File: src/rtl/gbsop_pkg.sv
package gbsop_pkg;

    // Default configuration
    localparam int DEF_MAX_SLOTS = 64;
    localparam int DEF_SIZE_BITS = 32;
    localparam int DEF_STEP_BITS = 16;

    // One buffer record request
    typedef struct packed {
        logic [31:0] buf_bytes;
        logic [15:0] first_use;
        logic [15:0] last_use;
        logic        reuse_flag;
        logic [5:0]  reuse_slot;
        logic [15:0] reuse_last_use;
        logic        final_record;
    } t_in_req;

    // One planned slot result
    typedef struct packed {
        logic [5:0]  slot;
        logic        placed;
        logic [39:0] offset;
        logic [39:0] arena_size;
        logic        last_result;
    } t_out_req;

    // Record store write controls
    typedef struct packed {
        logic we;
        logic we_last;
    } t_mem_ctl;

endpackage

File: src/rtl/gbsop_recmem.sv
module gbsop_recmem
    import gbsop_pkg::*;
#(
    parameter int MAX_SLOTS = DEF_MAX_SLOTS,
    parameter int SIZE_BITS = DEF_SIZE_BITS,
    parameter int STEP_BITS = DEF_STEP_BITS,
    localparam int SW = $clog2(MAX_SLOTS)
) (
    input  logic                 i_clk,
    input  t_mem_ctl             i_ctl,
    input  logic [SW-1:0]        i_wr_addr,
    input  logic [SIZE_BITS-1:0] i_wr_size,
    input  logic [STEP_BITS-1:0] i_wr_first,
    input  logic [STEP_BITS-1:0] i_wr_last,
    input  logic                 i_wr_linkv,
    input  logic [5:0]           i_wr_link,
    input  logic [SW-1:0]        i_last_addr,
    input  logic [STEP_BITS-1:0] i_last_data,
    input  logic [SW-1:0]        i_rd_addr,
    output logic [SIZE_BITS-1:0] o_rd_size,
    output logic [STEP_BITS-1:0] o_rd_first,
    output logic [STEP_BITS-1:0] o_rd_last,
    output logic                 o_rd_linkv,
    output logic [5:0]           o_rd_link
);

    logic [SIZE_BITS-1:0] r_size_mem  [MAX_SLOTS];
    logic [STEP_BITS-1:0] r_first_mem [MAX_SLOTS];
    logic [STEP_BITS-1:0] r_last_mem  [MAX_SLOTS];
    logic [6:0]           r_link_mem  [MAX_SLOTS];

    // Record write port and registered read
    always_ff @(posedge i_clk) begin
        if (i_ctl.we) begin
            r_size_mem[i_wr_addr]  <= i_wr_size;
            r_first_mem[i_wr_addr] <= i_wr_first;
            r_link_mem[i_wr_addr]  <= {i_wr_linkv, i_wr_link};
        end
        o_rd_size  <= r_size_mem[i_rd_addr];
        o_rd_first <= r_first_mem[i_rd_addr];
        {o_rd_linkv, o_rd_link} <= r_link_mem[i_rd_addr];
    end

    // Last use: written by the load, or patched by a reuse record
    always_ff @(posedge i_clk) begin
        if (i_ctl.we_last) begin
            r_last_mem[i_last_addr] <= i_last_data;
        end else if (i_ctl.we) begin
            r_last_mem[i_wr_addr] <= i_wr_last;
        end
        o_rd_last <= r_last_mem[i_rd_addr];
    end

endmodule

File: config.mk
export PLATFORM = sky130hd
export DESIGN_NAME = gbsop_recmem
export DESIGN_NICKNAME = d
export VERILOG_FILES = /design/src/rtl/gbsop_pkg.sv /design/src/rtl/gbsop_recmem.sv
export SDC_FILE = /design/constraint.sdc
export NUM_CORES = 2
export LEC_CHECK = 0
export BUFFER_PORTS_ARGS = -buffer_cell sky130_fd_sc_hd__clkbuf_2
export CAP_MARGIN = 15
export CORE_MARGIN = 2
export CORE_UTILIZATION = 40
export DETAILED_ROUTE_END_ITERATION = 16
export GPL_TIMING_DRIVEN = 0
export PLACE_DENSITY_LB_ADDON = 0.3
export SLEW_MARGIN = 20
export SYNTH_ARGS = -nofsm -noshare
export SYNTH_HDL_FRONTEND = slang
export SYNTH_MEMORY_MAX_BITS = 65536
export SYNTH_SLANG_ARGS = --single-unit
File: constraint.sdc
create_clock -name i_clk -period 9.1 [get_ports i_clk]
set_input_delay 1.365 -clock i_clk [delete_from_list [all_inputs] [get_ports i_clk]]
set_output_delay 1.365 -clock i_clk [all_outputs]
set_load 0.02 [all_outputs]
## Word-level counts from Yosys, hierarchy flattened

Memories as Yosys holds them, arrays and structs flattened. A register that Yosys moved wholly into a read port is not among the register bits.
Index checks and enable logic that the tools add are counted.

| storage, ports and cells | value |
|---|---|
| logic and storage cells | 14 |
| register bits | 0 |
| output and inout port bits | 71 |
| memories kept | 4 |
| memory bits (writable) | 4,544 |

Memories:

| name | words | width | rd ports | clocked after Yosys merged registers in | wr ports | RTL line | source |
|---|---|---|---|---|---|---|---|
| r_size_mem | 64 | 32 | 1 | 1 | 1 | gbsop_recmem.sv:27 | `logic [SIZE_BITS-1:0] r_size_mem [MAX_SLOTS];` |
| r_first_mem | 64 | 16 | 1 | 1 | 1 | gbsop_recmem.sv:28 | `logic [STEP_BITS-1:0] r_first_mem [MAX_SLOTS];` |
| r_last_mem | 64 | 16 | 1 | 1 | 1 | gbsop_recmem.sv:29 | `logic [STEP_BITS-1:0] r_last_mem [MAX_SLOTS];` |
| r_link_mem | 64 | 7 | 1 | 1 | 1 | gbsop_recmem.sv:30 | `logic [6:0] r_link_mem [MAX_SLOTS];` |

| operators by class | value |
|---|---|
| mux-type cells | 9 |
| reduce and logical (&&, ||, !) cells | 1 |

Operators with widths:

| operator | count |
|---|---|
| 16-bit two-way mux | 1 |
| 16-bit OR reduction | 1 |
| 1-bit two-way mux | 7 |
| 6-bit two-way mux | 1 |

## Logic depth before layout (Yosys ltp)

| logic depth | value |
|---|---|
| word-level depth | 5 |
| mapped depth | 10 |

## Least setup slack after synthesis

OpenSTA, ideal clock, no wires.

| path | value |
|---|---|
| path type | input-to-reg |
| start point | input i_wr_addr[5] |
| end point | memory r_first_mem[56][0] (netlist bit), enable pin |
| path buffers | 1 |
| arrival | 7.126 ns |
| library setup time | 0.605 ns |
| required time | 8.495 ns |
| cell stages on the path | 3 |
| path slack | 1.370 ns |
| cell sequence | clkbuf_1 -> nand4_1 -> nor4_1 |

RTL lines:

| item | RTL line | source |
|---|---|---|
| from (decl) | gbsop_recmem.sv:11 | `input logic [SW-1:0] i_wr_addr,` |
| to (decl) | gbsop_recmem.sv:28 |  |

No word-level cell before the write port.

==> flow_summary.json <==
{
  "status": "completed",
  "grt_overflow_total": 0,
  "dp_hpwl_mm": 417,
  "startpoint_type": "input pin",
  "numCtsBuffers": 453,
  "cts_setup_buffers": 0,
  "crit_type": "input pin to flop",
  "drcViolationCount": 0,
  "grt_max_degree": 65,
  "syn_to_final_growth_pct": 18.8,
  "fmax_ghz": 0.196,
  "slew_headroom_pct": 14.1,
  "arrival_ns": 5.99,
  "async_flop_share_pct": 0,
  "start_util_pct": 40.1,
  "nets": 8386,
  "htreeDepth": 5,
  "power_leakage_nw": 64.8,
  "rows": 242,
  "cellPowerDensity_nw_per_um2": 219,
  "grt_pass1_wl_mm": 780,
  "period_share_pct": 56.1,
  "grt_pass1_vias": 87000,
  "clk_pin_slew_ns": 0.06,
  "synth_edf_count": 4544,
  "muxShareOfSynthArea_pct": 17.4,
  "fin_tns_setup_ns": 0,
  "critPathRequiredTime_ns": 9.99,
  "finalPower_mw": 45.2,
  "synth-simple-area-share_pct": 0.862,
  "drive_gt1_share_pct": 34.4,
  "place_ws_ns": 3.26,
  "met3_usage_pct": 8.63,
  "die_area_um2": 440000,
  "grt_use_met2_pct": 39.1,
  "hp-class": "input pin to flop",
  "met1_usage_pct": 35.7,
  "setup_viol": 0,
  "io_pins": 179,
  "synth_top_family_by_area": "multiplexers",
  "port_buffers": 173,
  "core_area_um2": 434000,
  "synthDistinctLibCells": 33,
  "place_area_um2": 192000,
  "cts_root_buf": "clkbuf_16",
  "synth_area_um2": 174000,
  "cts_resized": 0,
  "fin_crit_ns": 5.11,
  "synth_compound_area_share_pct": 1.38,
  "dr.pass1.iters": 8,
  "synth_xor_area_share_pct": 0,
  "synth_ff_type": "edfxtp_1",
  "vias": 91400,
  "drt_iter0_markers": 17000,
  "worst_slack_ns": 3.99,
  "synth_top_area_share_pct": 78.5,
  "clockBufferDepth": 4,
  "cts_hold_buf": 0,
  "dieWidth_um": 663,
  "slew_violations": 0,
  "ys_seq_area_share_pct": 79.3,
  "synthTopCellsByArea": "edfxtp_1 (78%), mux4_2 (17%), dfxtp_1 (0.82%)",
  "synth_seq_cells": 4615,
  "syn_nets": 7275,
  "via_per_inst": 6.34,
  "final-hold-violation-count": 0,
  "ant_nets": 0,
  "cts_tree": "built",
  "worstPathMaxFanout": 10,
  "synth_cells": 7167,
  "synthAdderAreaFrac_pct": 0,
  "wire_per_inst_um": 41.2,
  "ys_warn_count": 0,
  "skew_ns": 0.0604,
  "die_h_um": 663,
  "drv_cap": 0,
  "cts.sinks": 4615,
  "gp_congestion": 0.863,
  "grt_usage_pct": 26.5,
  "wirelength_mm": 594,
  "ir_worst_vdd_v": 0.000176,
  "rsz0062_at_grt": "no",
  "synth_area_leader_cell": "edfxtp_1",
  "top_usage_layer": "met2",
  "cp-end-kind": "flop",
  "worst_pin_slew_ns": 1.29,
  "post-route-cell-area_um2": 207000,
  "syn_avg_cell_area_um2": 24.3,
  "num-fill-cells": 34500,
  "antenna_found_initial": 51,
  "clk_latency_ns": 1.06,
  "post-route-util_pct": 47.6
}
==> worst max-delay path: stages <==
cell	delay, ns
clkbuf_1	0.38
buf_2	0.77
buf_2	0.71
clkbuf_1	1.01
mux4_2	0.40
mux2i_1	0.07
a21oi_1	0.69
a21oi_1	0.20
nor2_1	0.37
==> synthesized netlist by cell type, drive strengths merged, types with 6 or more instances <==
library cell  count
mux4           1278
a21oi           114
clkbuf          200
buf             190
mux2i           127
mux2             19
dfxtp            71
nand2            28
nand2b           14
nand3b            7
edfxtp         4544
o22ai           187
nor3             12
nor2b             6
o221ai           68
nor2            261
nand3            11
==> power by group <==
group          internal (mW)  total, mW  switching [mW]
Sequential              23.6       23.7          0.0576
Combinational          0.893       2.71            1.82
Clock                   10.6       18.8            8.28
==> state kept, by name, summed over array words and instances (netlist names) <==
name	cells
r_last_mem	1024
r_size_mem	2048
o_rd_link	6
r_first_mem	1024
r_link_mem	448
o_rd_linkv	1
o_rd_size	32
o_rd_first	16
o_rd_last	16
==> cell type report <==
type | count | area, um2 | area share [%]
antenna | 26 | 65.1 | 0.0315
clock buffer | 570 | 11900 | 5.78
sequential | 4615 | 138000 | 66.8
tap | 5734 | 7170 | 3.47
timing repair buffer | 656 | 9660 | 4.68
clock inverter | 260 | 2770 | 1.34
buffer | 390 | 1910 | 0.926
multi-input combinational | 2159 | 35100 | 17.0
inverter | 3 | 11.3 | 0.00545
==> placed cells by master (no fill, tap or decap), drive strengths merged <==
cell      netlist  layout
nand4           2       2
a221oi          2       2
and2            3       3
nand3b          7       7
edfxtp       4544    4544
nor4            2       2
mux2i         127     127
o21a            1       1
o221ai         68      68
clkinv          0     187
a22oi           2       2
nand2b         14      14
diode           0      26
nand3          11      11
dfxtp          71      71
o22ai         187     187
clkbuf        200     899
nor2          261     261
nor3           12      12
nor3b           1       1
inv             3      19
clkinvlp        0      13
mux2           19      19
o21ai           4       4
or3             3       3
bufinv          0      44
nand2          28      28
mux4         1278    1278
nor2b           6       6
or2             4       4
or3b            3       3
a21oi         114     114
buf           190     717
==> routing by layer <==
layer  up-vias  part of all wire, %
met5         -                0.050
met4        36                  5.5
met3      1306                   14
met2      7584                   44
met1     49200                   36
li1      33300                    -
==> cell families after synthesis <==
family                 count (synthesis)
buffers and inverters                393
flip-flops                          4615
AND/OR/NAND/NOR                      357
multiplexers                        1424
AO/OA/AOI/OAI                        378
==> stage by stage <==
stage / instances / hold WS, ns
6_report: 14400 / 0.748
5_1_grt: 14400 / 0.740
4_1_cts: 14400 / 0.855
3_5_place_dp: 13600 / 0.920
3_3_place_gp: 13100 / 0.913
2_1_floorplan: 7167 / 0.795
==> path summary, 6_finish.rpt <==
path | start | end | slack, ns | cells past startpoint
setup / recovery | i_rd_addr[2] | o_rd_last[0] | 3.99 | 9
hold / removal | i_wr_size[19] | r_size_mem[6][19] | 0.75 | 1
setup reg to reg | r_first_mem[31][14] | o_rd_first[14] | 6.35 | 4
hold reg to reg | r_size_mem[47][16] | o_rd_size[16] | 0.95 | 5
Note: power is estimated with default switching activity, not from simulation.
